### config.mk
export PLATFORM = sky130hd
export DESIGN_NAME = srt_queue
export DESIGN_NICKNAME = d
export VERILOG_FILES = /design/src/srt_pkg.sv /design/src/srt_queue.sv
export SDC_FILE = /design/constraint.sdc
export NUM_CORES = 1
export LEC_CHECK = 0
export BUFFER_PORTS_ARGS = -buffer_cell sky130_fd_sc_hd__buf_2
export CAP_MARGIN = 10
export CORE_ASPECT_RATIO = 1.4
export CORE_MARGIN = 2
export CORE_UTILIZATION = 37
export DETAILED_ROUTE_END_ITERATION = 8
export SLEW_MARGIN = 20
export SYNTH_ARGS = -nofsm -noshare
export SYNTH_HDL_FRONTEND = slang
export SYNTH_SLANG_ARGS = --single-unit
### constraint.sdc
create_clock -name clock -period 12.5 [get_ports clock]
set_input_delay 0.625 -clock clock [delete_from_list [all_inputs] [get_ports clock]]
set_output_delay 0.625 -clock clock [all_outputs]
set_load 0.005 [all_outputs]
### src/srt_pkg.sv
`default_nettype none
package srt_pkg;

   localparam int TRIG_ITERATIONS_DEF = 16;
   localparam int ATAN_LEN = 24;

   // angles in 1/64 degree
   localparam int FULL_TURN = 23040;
   localparam int HALF_TURN = 11520;
   localparam int QUARTER_TURN = 5760;

   localparam int XW = 34;   // cordic x/y, Q2.30 with headroom
   localparam int ZW = 26;   // cordic angle, Q16.16 degrees
   localparam int TW = 18;   // sine/cosine, Q16.16 in [-1, 1]
   localparam int PW = 36;   // product of two sines/cosines
   localparam int RW = 20;   // rotation element, Q16.16

   localparam int QUEUE_DEPTH = 2;

   localparam logic signed [XW-1:0] INV_GAIN = 34'sd652032874;
   localparam logic signed [31:0] ONE_Q16 = 32'sd65536;

   localparam logic [1:0] ROW_X = 2'd0;
   localparam logic [1:0] ROW_Y = 2'd1;
   localparam logic [1:0] ROW_Z = 2'd2;
   localparam logic [1:0] ROW_LAST = 2'd3;

   typedef logic signed [31:0] word_type;
   typedef logic signed [XW-1:0] xy_type;
   typedef logic signed [ZW-1:0] zang_type;
   typedef logic signed [TW-1:0] trig_type;
   typedef logic signed [PW-1:0] prod_type;
   typedef logic signed [RW-1:0] rot_type;

   typedef struct packed {
      zang_type z;
      logic     neg;
   } fold_type;

   // lane 0 is x, 1 is y, 2 is z
   typedef struct packed {
      word_type [2:0] scale;
      word_type [2:0] pos;
      zang_type [2:0] z;
      logic [2:0]     neg;
   } item_type;

   // atan(2^-i) in Q16.16 degrees
   function automatic zang_type atan_deg(input logic [4:0] i);
      zang_type r;
      unique case (i)
         5'd0:  r = 26'sd2949120;
         5'd1:  r = 26'sd1740967;
         5'd2:  r = 26'sd919879;
         5'd3:  r = 26'sd466945;
         5'd4:  r = 26'sd234379;
         5'd5:  r = 26'sd117304;
         5'd6:  r = 26'sd58666;
         5'd7:  r = 26'sd29335;
         5'd8:  r = 26'sd14668;
         5'd9:  r = 26'sd7334;
         5'd10: r = 26'sd3667;
         5'd11: r = 26'sd1833;
         5'd12: r = 26'sd917;
         5'd13: r = 26'sd458;
         5'd14: r = 26'sd229;
         5'd15: r = 26'sd115;
         5'd16: r = 26'sd57;
         5'd17: r = 26'sd29;
         5'd18: r = 26'sd14;
         5'd19: r = 26'sd7;
         5'd20: r = 26'sd4;
         5'd21: r = 26'sd2;
         5'd22: r = 26'sd1;
         default: r = '0;
      endcase
      return r;
   endfunction

endpackage
`default_nettype wire

### src/srt_queue.sv
`default_nettype none
module srt_queue (
   input  logic              clock,
   input  logic              reset,
   input  logic              push,
   input  srt_pkg::item_type push_item,
   output logic              full,
   output logic              q_valid,
   output srt_pkg::item_type q_item,
   input  logic              pop
);
   import srt_pkg::*;

   localparam int DEPTH = QUEUE_DEPTH;
   localparam int AW = (DEPTH > 1) ? $clog2(DEPTH) : 1;
   localparam int CW = $clog2(DEPTH + 1);

   item_type       slot_ff [DEPTH];
   logic [AW-1:0]  wptr_ff, wptr_in, rptr_ff, rptr_in;
   logic [CW-1:0]  count_ff, count_in;

   always_comb begin
      wptr_in = wptr_ff;
      rptr_in = rptr_ff;
      count_in = count_ff;
      if (push) begin
         wptr_in = (wptr_ff == AW'(DEPTH - 1)) ? '0 : wptr_ff + 1'b1;
      end
      if (pop) begin
         rptr_in = (rptr_ff == AW'(DEPTH - 1)) ? '0 : rptr_ff + 1'b1;
      end
      if (push && !pop) begin
         count_in = count_ff + 1'b1;
      end else if (pop && !push) begin
         count_in = count_ff - 1'b1;
      end
   end

   always_ff @(posedge clock) begin
      if (reset) begin
         wptr_ff <= '0;
         rptr_ff <= '0;
         count_ff <= '0;
      end else begin
         wptr_ff <= wptr_in;
         rptr_ff <= rptr_in;
         count_ff <= count_in;
      end
   end

   always_ff @(posedge clock) begin
      if (push) begin
         slot_ff[wptr_ff] <= push_item;
      end
   end

   assign full = (count_ff == CW'(DEPTH));
   assign q_valid = (count_ff != '0);
   assign q_item = slot_ff[rptr_ff];

   a_count_bound: assert property (@(posedge clock) disable iff (reset)
      count_ff <= CW'(DEPTH))
      else $error("queue count beyond depth");

   a_count_track: assert property (@(posedge clock) disable iff (reset)
      (push && !pop) |=> (count_ff == $past(count_ff) + 1'b1))
      else $error("queue count lost a push");

endmodule
`default_nettype wire

After elaboration in Yosys (flattened, before gate mapping) --
Memory sizes are Yosys's and may differ from the RTL's. A register that Yosys moved wholly into a read port is not among the register bits. Cells that the tools add are included.
Word-level totals: flip-flop bits (word level) 4, memory bits (writable) 546, input bits 277, output and inout bits 275, logic and storage cells 23, memories kept 1
Cells by class: add/sub/neg operators 4, equality and inequality tests 1, mux-type cells 8, reduce and logical (&&, ||, !) cells 6
Memory list:
- slot_ff | words 2, bits a word 273, rd ports 1, clocked after memory_dff 1, wr ports 1, RTL line srt_queue.sv:18 | item_type slot_ff [DEPTH];
Operators with widths (number):
- $mux W1 | 6
- $mux W2 | 2
- $reduce_bool A2 Y1 | 2
- $add A1 B1 Y1 const B | 2
- $add A2 B1 Y2 const B | 1
- $eq A2 B2 Y1 const B | 1
- $logic_and A1 B1 Y1 | 2
- $logic_not A1 Y1 | 2
- $sub A2 B1 Y2 const B | 1

Longest topological paths before layout --
depth after elaboration 4, depth in mapped cells 5, depth with buffers taken out 5

Worst setup path before layout --
Ideal clock, no wire load.
kind input port to flip-flop, from input push, to memory slot_ff[0][0] (netlist name) (enable), library setup time 945 ps, arrival 12367 ps, data required time 11555 ps, slack -812 ps, stages on the path 1, buffers on the path 0, cells stage by stage nor2b_1
On the way: word-level cells in the longest chain between the ends 2
Ends and longest elaborated chain:
- start: declaration | RTL line srt_queue.sv:5 | input logic push,
- $mux W1 | RTL line srt_queue.sv:52 | if (push) begin
- $mux W1 (not written as such) | RTL line srt_queue.sv:53 | slot_ff[wptr_ff] <= push_item;
- end: declaration | RTL line srt_queue.sv:18
Every way passes these cells.

==> impl_metrics.ini <==
[run_status]
outcome = complete, no violations

[power]
p_per_area_mw_per_mm2 = 161
p_total_mw = 4.04
p_leak_nw = 9.24
ir_drop_mv = 0.112

[drt]
wirelength_um = 43800
drc = 0
vias = 10200
wl_per_cell_um = 19.6
ant_nets = 0
routed_via_density = 4.57
drtIter0Drc = 471
first_pass_iters = 6

[setup_path]
cp_slowest_cell = dfxtp_4
path_buf_inv = 3
path_max_fanout = 69
cp_common_cell = buf_4
worstPathArrival_ps = 3770
path_cells = buf_4, buf_4, mux2_2, buf_2
crit_family = buffers and inverters
cp-end-kind = output port
cp-start-kind = flop
critPathKind = flop to output port
worstPathRequired_ps = 11880
slowest_delay_ps = 910

[sta]
finalSetupViolations = 0
finalHoldViolCount = 0
fin_crit_ps = 4390
slew_headroom_pct = 31.7
fin_tns_setup_ps = 0
slew_viol_final = 0
skew_ps = 11.6
fin_crit_sh_pct = 35.2
worstMarginPinSlew_ps = 1030
rsz0062_at_grt = false
fmaxAchievable_mhz = 228

[logic_synthesis]
ys_top_cells_by_count = edfxtp_1 (546), mux2_2 (273), clkbuf_8 (25)
ys_ff_latch = 551
syn-num-nets = 1149
synth_edf_count = 546
synth.most_common_cell = edfxtp_1
yosys_warnings = 0
ys_types = 16
synth.area.top_cells = edfxtp_1 (82%), mux2_2 (15%), clkbuf_8 (1.7%)
ys_async_sr_fraction_pct = 0
netlist.area_leader.share_pct = 81.7
ys.flop_type = edfxtp_1
syn_area_per_cell_um2 = 23.1
synth.largest_area_cell = edfxtp_1
synthCells = 871
ys_seq_area_share_pct = 82.2
netlist_area_mm2 = 0.0201

[cts]
cts-root-buf = clkbuf_16
cts_tree = done
post-cts-setup-buffers = 0
cts_resized = 0
cts_buffers = 52
postCtsHoldBufs = 0
clockBufferDepth = 3
clk_pin_slew_ps = 60
clock_latency_ps = 560
htreeDepth = 2
cts.sinks = 551

[global_route]
grt_max_degree = 80
track_usage_pct = 15.0
grt_overflow = 0
grt_pass1_wl_um = 64500
first_global_vias = 10900
antenna_found_initial = 20

[min_path]
hp-class = primary input to flop

[floorplan]
ios = 552
die_w_um = 201
core_mm2 = 0.0540
start_util_pct = 37.2
rows = 101
die-area_mm2 = 0.0562
die_h_um = 280

[cells_and_area]
final_net_count = 1736
final_util_pct = 46.4
drive_above_1_share_pct = 60.5
syn2layout_area_growth_pct = 24.8
finalNonFillerCells = 2233

[placed_design]
port_buffers = 551
dp.cells = 2124
post-dp-hpwl_um = 30000
routabilityCongestion = 0.801

[run]
maxCapViolCount = 0
[metrics by stage]
| stage | cell area, um^2 | hold slack, ps | setup WS [ps] |
|---|---|---|---|
| global route | 25000 | 199 | 7810 |
| floorplan | 20100 | 456 | 4330 |
| global placement | 23400 | 473 | 8060 |
| detailed placement | 23400 | 515 | 7990 |
| finish | 25000 | 237 | 8110 |
| CTS | 25000 | 187 | 7980 |
[layout make-up]
cell class | instances | area (um^2)
diodes | 16 | 40.0
clock buffers | 70 | 1390
clock inverters | 22 | 158
fillers | 4758 | 28900
inverters | 1 | 3.75
multi-input cells | 289 | 3190
flip-flops and latches | 551 | 16500
well taps | 721 | 902
repair buffers | 563 | 2870
[cell usage in the layout, fill, tap and decap left out, types with 2 or more instances in the layout]
| cell type | instances |
|---|---|
| xnor2_1 | 2 |
| diode_2 | 16 |
| nor2_1 | 4 |
| clkinv_2 | 7 |
| buf_4 | 11 |
| buf_2 | 551 |
| clkbuf_1 | 17 |
| xor2_1 | 2 |
| bufinv_16 | 2 |
| mux2_2 | 273 |
| edfxtp_1 | 546 |
| clkinv_1 | 10 |
| clkbuf_16 | 53 |
| clkinv_4 | 2 |
| dfxtp_1 | 4 |
[final timing paths]
path                       startpoint                        end  slack (ps)  cells after the start
min reg2reg  count_ff[1]$_SDFFE_PP0P_   count_ff[1]$_SDFFE_PP0P_         520                      2
min                     push_item[84]   slot_ff[0][84]$_DFFE_PP_         240                      1
max                              flop                q_item[149]        8110                      4
max reg2reg      wptr_ff$_SDFFE_PP0P_  slot_ff[0][111]$_DFFE_PP_        8540                      4
[registers in the layout, indices dropped and copies added, names as in the netlist, named ones only]
register / count
rptr_ff: 1
slot_ff: 546
wptr_ff: 1
count_ff: 2
[metal layers]
layer | share of wire (%) | global-route usage, %
met5 | 0.091 | 0
met4 | 3.8 | 7.67
met3 | 6.8 | 4.63
met2 | 53 | 25.7
met1 | 37 | 16.9
[kinds of logic (layout without fill, tap and decap cells)]
group                    after synthesis  in the layout  synth area share [%]
AO/OA/AOI/OAI                          2              2                0.0498
XOR/XNOR                               4              4                 0.175
adder cells (fa/ha/maj)                1              1                0.0623
buffers and inverters                 31            656                  2.01
flip-flops                           551            551                  82.2
multiplexers                         273            273                  15.3
other                                  0             16                     0
AND/OR/NAND/NOR                        9              9                 0.231
[power breakdown]
part | internal [mW] | total (mW) | switching (mW)
Sequential | 2.16 | 2.19 | 0.0321
Combinational | 0.197 | 0.396 | 0.200
Clock | 0.817 | 1.45 | 0.632
Note: power is estimated with default switching activity, not from simulation.
