$ cat src/srt_pkg.sv
`default_nettype none
package srt_pkg;

   localparam int TRIG_ITERATIONS_DEF = 16;
   localparam int ATAN_LEN = 24;

   // angles in 1/64 degree
   localparam int FULL_TURN = 23040;
   localparam int HALF_TURN = 11520;
   localparam int QUARTER_TURN = 5760;

   localparam int XW = 34;   // cordic x/y, Q2.30 with headroom
   localparam int ZW = 26;   // cordic angle, Q16.16 degrees
   localparam int TW = 18;   // sine/cosine, Q16.16 in [-1, 1]
   localparam int PW = 36;   // product of two sines/cosines
   localparam int RW = 20;   // rotation element, Q16.16

   localparam int QUEUE_DEPTH = 2;

   localparam logic signed [XW-1:0] INV_GAIN = 34'sd652032874;
   localparam logic signed [31:0] ONE_Q16 = 32'sd65536;

   localparam logic [1:0] ROW_X = 2'd0;
   localparam logic [1:0] ROW_Y = 2'd1;
   localparam logic [1:0] ROW_Z = 2'd2;
   localparam logic [1:0] ROW_LAST = 2'd3;

   typedef logic signed [31:0] word_type;
   typedef logic signed [XW-1:0] xy_type;
   typedef logic signed [ZW-1:0] zang_type;
   typedef logic signed [TW-1:0] trig_type;
   typedef logic signed [PW-1:0] prod_type;
   typedef logic signed [RW-1:0] rot_type;

   typedef struct packed {
      zang_type z;
      logic     neg;
   } fold_type;

   // lane 0 is x, 1 is y, 2 is z
   typedef struct packed {
      word_type [2:0] scale;
      word_type [2:0] pos;
      zang_type [2:0] z;
      logic [2:0]     neg;
   } item_type;

   // atan(2^-i) in Q16.16 degrees
   function automatic zang_type atan_deg(input logic [4:0] i);
      zang_type r;
      unique case (i)
         5'd0:  r = 26'sd2949120;
         5'd1:  r = 26'sd1740967;
         5'd2:  r = 26'sd919879;
         5'd3:  r = 26'sd466945;
         5'd4:  r = 26'sd234379;
         5'd5:  r = 26'sd117304;
         5'd6:  r = 26'sd58666;
         5'd7:  r = 26'sd29335;
         5'd8:  r = 26'sd14668;
         5'd9:  r = 26'sd7334;
         5'd10: r = 26'sd3667;
         5'd11: r = 26'sd1833;
         5'd12: r = 26'sd917;
         5'd13: r = 26'sd458;
         5'd14: r = 26'sd229;
         5'd15: r = 26'sd115;
         5'd16: r = 26'sd57;
         5'd17: r = 26'sd29;
         5'd18: r = 26'sd14;
         5'd19: r = 26'sd7;
         5'd20: r = 26'sd4;
         5'd21: r = 26'sd2;
         5'd22: r = 26'sd1;
         default: r = '0;
      endcase
      return r;
   endfunction

endpackage
`default_nettype wire

$ cat src/srt_if.sv
`default_nettype none
interface srt_req_if;
   logic        valid;
   logic        ready;
   logic signed [31:0] scale_x;
   logic signed [31:0] scale_y;
   logic signed [31:0] scale_z;
   logic signed [15:0] angle_x;
   logic signed [15:0] angle_y;
   logic signed [15:0] angle_z;
   logic signed [31:0] pos_x;
   logic signed [31:0] pos_y;
   logic signed [31:0] pos_z;

   modport source (output valid, scale_x, scale_y, scale_z, angle_x, angle_y, angle_z,
                   pos_x, pos_y, pos_z, input ready);
   modport sink (input valid, scale_x, scale_y, scale_z, angle_x, angle_y, angle_z,
                 pos_x, pos_y, pos_z, output ready);
endinterface

`default_nettype wire

$ cat src/srt_front.sv
`default_nettype none
module srt_front (
   srt_req_if.sink          req_ch,
   input  logic             q_full,
   output logic             q_push,
   output srt_pkg::item_type q_item
);
   import srt_pkg::*;

   // reduce to [-180,180) then fold into [-90,90]
   function automatic fold_type fold_angle(input logic signed [15:0] a);
      logic signed [16:0] r;
      fold_type f;
      r = 17'(a);
      f.neg = 1'b0;
      if (r >= HALF_TURN) begin
         r = r - 17'(FULL_TURN);
      end else if (r < -HALF_TURN) begin
         r = r + 17'(FULL_TURN);
      end
      if (r > QUARTER_TURN) begin
         r = r - 17'(HALF_TURN);
         f.neg = 1'b1;
      end else if (r < -QUARTER_TURN) begin
         r = r + 17'(HALF_TURN);
         f.neg = 1'b1;
      end
      f.z = zang_type'(r) <<< 10;
      return f;
   endfunction

   fold_type fx, fy, fz;

   always_comb begin
      fx = fold_angle(req_ch.angle_x);
      fy = fold_angle(req_ch.angle_y);
      fz = fold_angle(req_ch.angle_z);
      q_item.scale = {req_ch.scale_z, req_ch.scale_y, req_ch.scale_x};
      q_item.pos = {req_ch.pos_z, req_ch.pos_y, req_ch.pos_x};
      q_item.z = {fz.z, fy.z, fx.z};
      q_item.neg = {fz.neg, fy.neg, fx.neg};
   end

   assign req_ch.ready = !q_full;
   assign q_push = req_ch.valid && !q_full;

endmodule
`default_nettype wire

$ cat src/flat_wrapper.sv
// flat-port wrapper written by rule: the top's interface ports become plain ports
module srt_front_flat import srt_pkg::*;
  (q_full, q_push, q_item, req_ch_valid, req_ch_scale_x, req_ch_scale_y, req_ch_scale_z, req_ch_angle_x, req_ch_angle_y, req_ch_angle_z, req_ch_pos_x, req_ch_pos_y, req_ch_pos_z, req_ch_ready);
  srt_req_if req_ch_i ();
  input  logic q_full;
  output logic q_push;
  output srt_pkg::item_type q_item;
  input wire logic [$bits(req_ch_i.valid)-1:0] req_ch_valid;
  input wire logic [$bits(req_ch_i.scale_x)-1:0] req_ch_scale_x;
  input wire logic [$bits(req_ch_i.scale_y)-1:0] req_ch_scale_y;
  input wire logic [$bits(req_ch_i.scale_z)-1:0] req_ch_scale_z;
  input wire logic [$bits(req_ch_i.angle_x)-1:0] req_ch_angle_x;
  input wire logic [$bits(req_ch_i.angle_y)-1:0] req_ch_angle_y;
  input wire logic [$bits(req_ch_i.angle_z)-1:0] req_ch_angle_z;
  input wire logic [$bits(req_ch_i.pos_x)-1:0] req_ch_pos_x;
  input wire logic [$bits(req_ch_i.pos_y)-1:0] req_ch_pos_y;
  input wire logic [$bits(req_ch_i.pos_z)-1:0] req_ch_pos_z;
  output wire logic [$bits(req_ch_i.ready)-1:0] req_ch_ready;
  assign req_ch_i.valid = req_ch_valid;
  assign req_ch_i.scale_x = req_ch_scale_x;
  assign req_ch_i.scale_y = req_ch_scale_y;
  assign req_ch_i.scale_z = req_ch_scale_z;
  assign req_ch_i.angle_x = req_ch_angle_x;
  assign req_ch_i.angle_y = req_ch_angle_y;
  assign req_ch_i.angle_z = req_ch_angle_z;
  assign req_ch_i.pos_x = req_ch_pos_x;
  assign req_ch_i.pos_y = req_ch_pos_y;
  assign req_ch_i.pos_z = req_ch_pos_z;
  assign req_ch_ready = req_ch_i.ready;
  srt_front u_core (.req_ch(req_ch_i), .q_full(q_full), .q_push(q_push), .q_item(q_item));
endmodule
$ cat config.mk
export PLATFORM = sky130hd
export DESIGN_NAME = srt_front_flat
export DESIGN_NICKNAME = d
export VERILOG_FILES = /design/src/srt_pkg.sv /design/src/srt_if.sv /design/src/srt_front.sv /design/src/flat_wrapper.sv
export SDC_FILE = /design/constraint.sdc
export NUM_CORES = 1
export LEC_CHECK = 0
export ABC_CLOCK_PERIOD_IN_PS = 2400
export BUFFER_PORTS_ARGS = -buffer_cell sky130_fd_sc_hd__buf_2
export CAP_MARGIN = 20
export CORE_AREA = 2 2 202 204
export DETAILED_ROUTE_END_ITERATION = 7
export DIE_AREA = 0 0 204 206
export PLACE_DENSITY = 0.43
export SYNTH_ARGS = -nofsm -noshare
export SYNTH_HDL_FRONTEND = slang
export SYNTH_SLANG_ARGS = --single-unit
$ cat constraint.sdc
create_clock -name vclk -period 2.4
set_clock_uncertainty 0.05 [all_clocks]
set_input_delay 0.24 -clock vclk [all_inputs]
set_output_delay 0.24 -clock vclk [all_outputs]
set_load 0.02 [all_outputs]
After elaboration in Yosys (flattened, before gate mapping)
Cells that the tools add are included.
{"block": "word_totals", "elab_cells": 44, "in_bits": 242, "n_memories": 0, "regBits": 0, "latchBits": 0, "ram_bits": 0, "out_inout_bits": 275, "mem_bits_ro": 0}
{"block": "op_classes", "n_reduce_logical": 2, "magnitude_cmp": 12, "mul": 0, "n_mux": 18, "bitwise": 0, "n_eq_ne": 0, "n_addsub": 12, "div": 0, "shifts": 0}
{"cell": "$mux W17", "count": 6}
{"cell": "$mux W16", "count": 6}
{"cell": "$add A16 B16 Y17 const B", "count": 3}
{"cell": "$gt A17 B14 Y1 const B", "count": 3}
{"cell": "$lt A17 B14 Y1 const B", "count": 3}
{"cell": "$sub A16 B16 Y17 const B", "count": 3}
{"cell": "$add A16 B15 Y16 const B", "count": 3}
{"cell": "$ge A16 B15 Y1 const B", "count": 3}
{"cell": "$lt A16 B15 Y1 const B", "count": 3}
{"cell": "$sub A16 B15 Y16 const B", "count": 3}
{"cell": "$mux W1", "count": 6}
{"cell": "$logic_and A1 B1 Y1", "count": 1}
{"cell": "$logic_not A1 Y1", "count": 1}

Depth between registers and ports, before layout
{"block": "depth", "word_depth": 6, "mapped_depth": 11, "mapped_depth_nobuf": 10}

Worst setup path after synthesis
No wires, ideal clock.
{"block": "synth_path", "path_kind": "input-to-output", "startpoint": "in req_ch_angle_z[9]", "endpoint": "out q_item[73] (netlist name)", "t_required_ns": 2.110, "arrival_ns": 2.619, "stages": 11, "slack_ns": -0.509, "cell_sequence": "clkbuf_1 -> inv_1 -> ha_1 -> inv_1 -> a32oi_1 -> a31o_2 -> o211ai_1 -> a211oi_2 -> nor2_1 -> or2_1 -> xnor2_1"}
{"element": "start: declaration", "line": "flat_wrapper.sv:14", "rtl": "input wire logic [$bits(req_ch_i.angle_z)-1:0] req_ch_angle_z;"}
{"element": "end: declaration", "line": "flat_wrapper.sv:7", "rtl": "output srt_pkg::item_type q_item;"}

==> out/metrics.yaml <==
grt_overflow_total: 0
grt_max_degree: 14
wl_met2_mm: 7.31
vias: 4120
critPathCaptureType: "output port"
p_leak_nw: 2.65
via_per_inst: 3.50
synthCells: 601
setup_slack_ns: -0.352
drt_iter0_drc: 110
ys_warn_count: 0
synth.top_cell.area_share: 0.423
die_w_um: 204
grt_first_pass_wirelength_mm: 22.5
drt-total-wl_mm: 15.4
mappedNetlistArea_sq_mm: 0.00436
dpl_cell_area_sq_mm: 0.00520
die_y_um: 206
crit_arrival_ns: 2.46
ant_nets: 0
pin_count: 517
io_buffers: 103
drcViolationCount: 0
hold_path.class: "in -> out"
die-area_sq_mm: 0.0420
fin_cells: 1177
syn_avg_cell_area_sq_um: 7.26
critPathLaunchType: "primary input"
dpl.cell_count: 1140
rows: 74
fin_util: 0.155
cap_violations: 0
setup_viol: 27
status: "complete, but fails checks"
hold_end: "q_item[131]"
first_pass_iters: 5
cp_data_required_time_ns: 2.11
top_layer: "met5"
seq_cell_count: 0
yosysTopAreaCell: "buf_4"
wl_met3_mm: 1.66
total_power_mw: 2.44
ir_worst_vdd_uv: 218
area_growth_pct: 43.1
num-clock-buffers: 0
fmax_mhz: 363
ctsHoldBuffers: 0
fp.coreArea_sq_mm: 0.0402
finalHoldViolations: 0
worstHoldPathCells: 0
yosysMostFrequentCell: "buf_4"
hp-start: "req_ch_pos_y[18]"
power_density_mw_per_mm2: 391
synth_common_cells: "buf_4, nand2_1, inv_1, xnor2_1, a21oi_1"
rsz0062_at_grt: "true"
regArea_sq_um: 0
whs_ns: 0.430
dpl.hpwl_mm: 12.8
diodes: 0
fillers: 4566
cp_max_fo: 7
multi_input_area_sq_mm: 0.00325
track_usage: 0.0672
worstSetupPathType: "in -> out"
drive_gt1_frac: 0.660
wl_met1_mm: 5.16
violations: "setup timing"
start_util: 0.109
post-route-period-util: 1.15
synth.distinct_cells: 81
antenna_found_initial: 0
yosys-top-cells-area: "buf_4, xnor2_1, ha_1"
globalplace.congestion: 0.781
ys_seq_area_frac: 0
wire_per_inst_um: 13.1
slew_viol_final: 0
stdcell_area_sq_mm: 0.00624
min_period_ns: 2.75
grt_pass1_vias: 4020
final_nets: 901
## worst max-delay path, cell delays in order
cell	delay, ns
buf_8	0.10
a211o_4	0.34
a2bb2oi_4	0.21
o221ai_2	0.22
xor2_2	0.16
buf_4	0.17
a31o_2	0.22
a221o_1	0.33
a2bb2oi_2	0.18
xnor2_2	0.12
buf_4	0.16
## cells by family (layout without fill, tap and decap cells)
family	Yosys count	count (layout)	synth area share
AOI/OAI and AO/OA	153	153	0.283
adders and majority gates	12	12	0.0344
muxes	4	4	0.0126
xor gates and xnor gates	27	27	0.0637
buffers and inverters	290	305	0.469
and+or+nand+nor	114	114	0.136
other	1	30	0.000860
## how the worst max path moves through the flow
stage	slack, ns	startpoint	to
after floorplan	-0.22	req_ch_angle_z[9]	q_item[73]
after global placement	-0.48	req_ch_angle_z[8]	q_item[77]
after detailed placement	-0.49	req_ch_angle_z[8]	q_item[77]
after CTS	-0.37	req_ch_angle_x[8]	q_item[24]
after global routing	-0.45	req_ch_angle_x[8]	q_item[24]
final	-0.35	req_ch_angle_y[8]	q_item[54]
## layout make-up
class | count | area share
multi-input cells | 340 | 0.521
inverters | 21 | 0.0126
well taps | 532 | 0.107
repair buffers | 284 | 0.360
## power breakdown
| group | internal (mW) | switching [mW] | total (mW) |
|---|---|---|---|
| clock network | 0 | 0 | 0 |
| logic | 1.26 | 1.18 | 2.44 |
| registers | 0 | 0 | 0 |
## through the flow
stage | setup WS (ns) | TNS (ns)
after global placement | -0.481 | -10.06
after CTS | -0.372 | -7.57
final | -0.352 | -7.07
after global routing | -0.455 | -9.70
after floorplan | -0.223 | -3.04
after detailed placement | -0.488 | -9.90
## layer usage
| metal | track usage | vias up |
|---|---|---|
| met4 | 0.0525 | 2 |
| li1 | - | 1912 |
| met5 | 0.00952 | - |
| met3 | 0.0268 | 108 |
| met2 | 0.115 | 229 |
| met1 | 0.0643 | 1869 |
## layout by cell type, fill, tap and decap left out, types with 5 or more instances in the layout
cell	count
or3_1	9
o22ai_2	6
nand3_1	8
a211oi_2	5
inv_2	6
nor3_2	6
o21ai_0	11
buf_8	9
nor4_1	5
buf_2	62
xnor2_4	5
ha_4	5
a21oi_2	10
nor2_1	17
nand2_1	22
buf_6	40
ha_1	7
a2bb2oi_2	5
a21oi_1	10
o211ai_1	12
xnor2_2	14
conb_1	30
inv_1	15
xor2_2	5
buf_4	169
a21o_1	8
a31oi_1	5
## repair_timing
action                     4_1_cts  5_1_grt
gates cloned                     0        0
setup buffers                   26       14
pin swaps                       49       48
gates resized for setup        132       48
setup endpoints to repair       27       27
No activity file was read; power rests on OpenSTA's default activity.
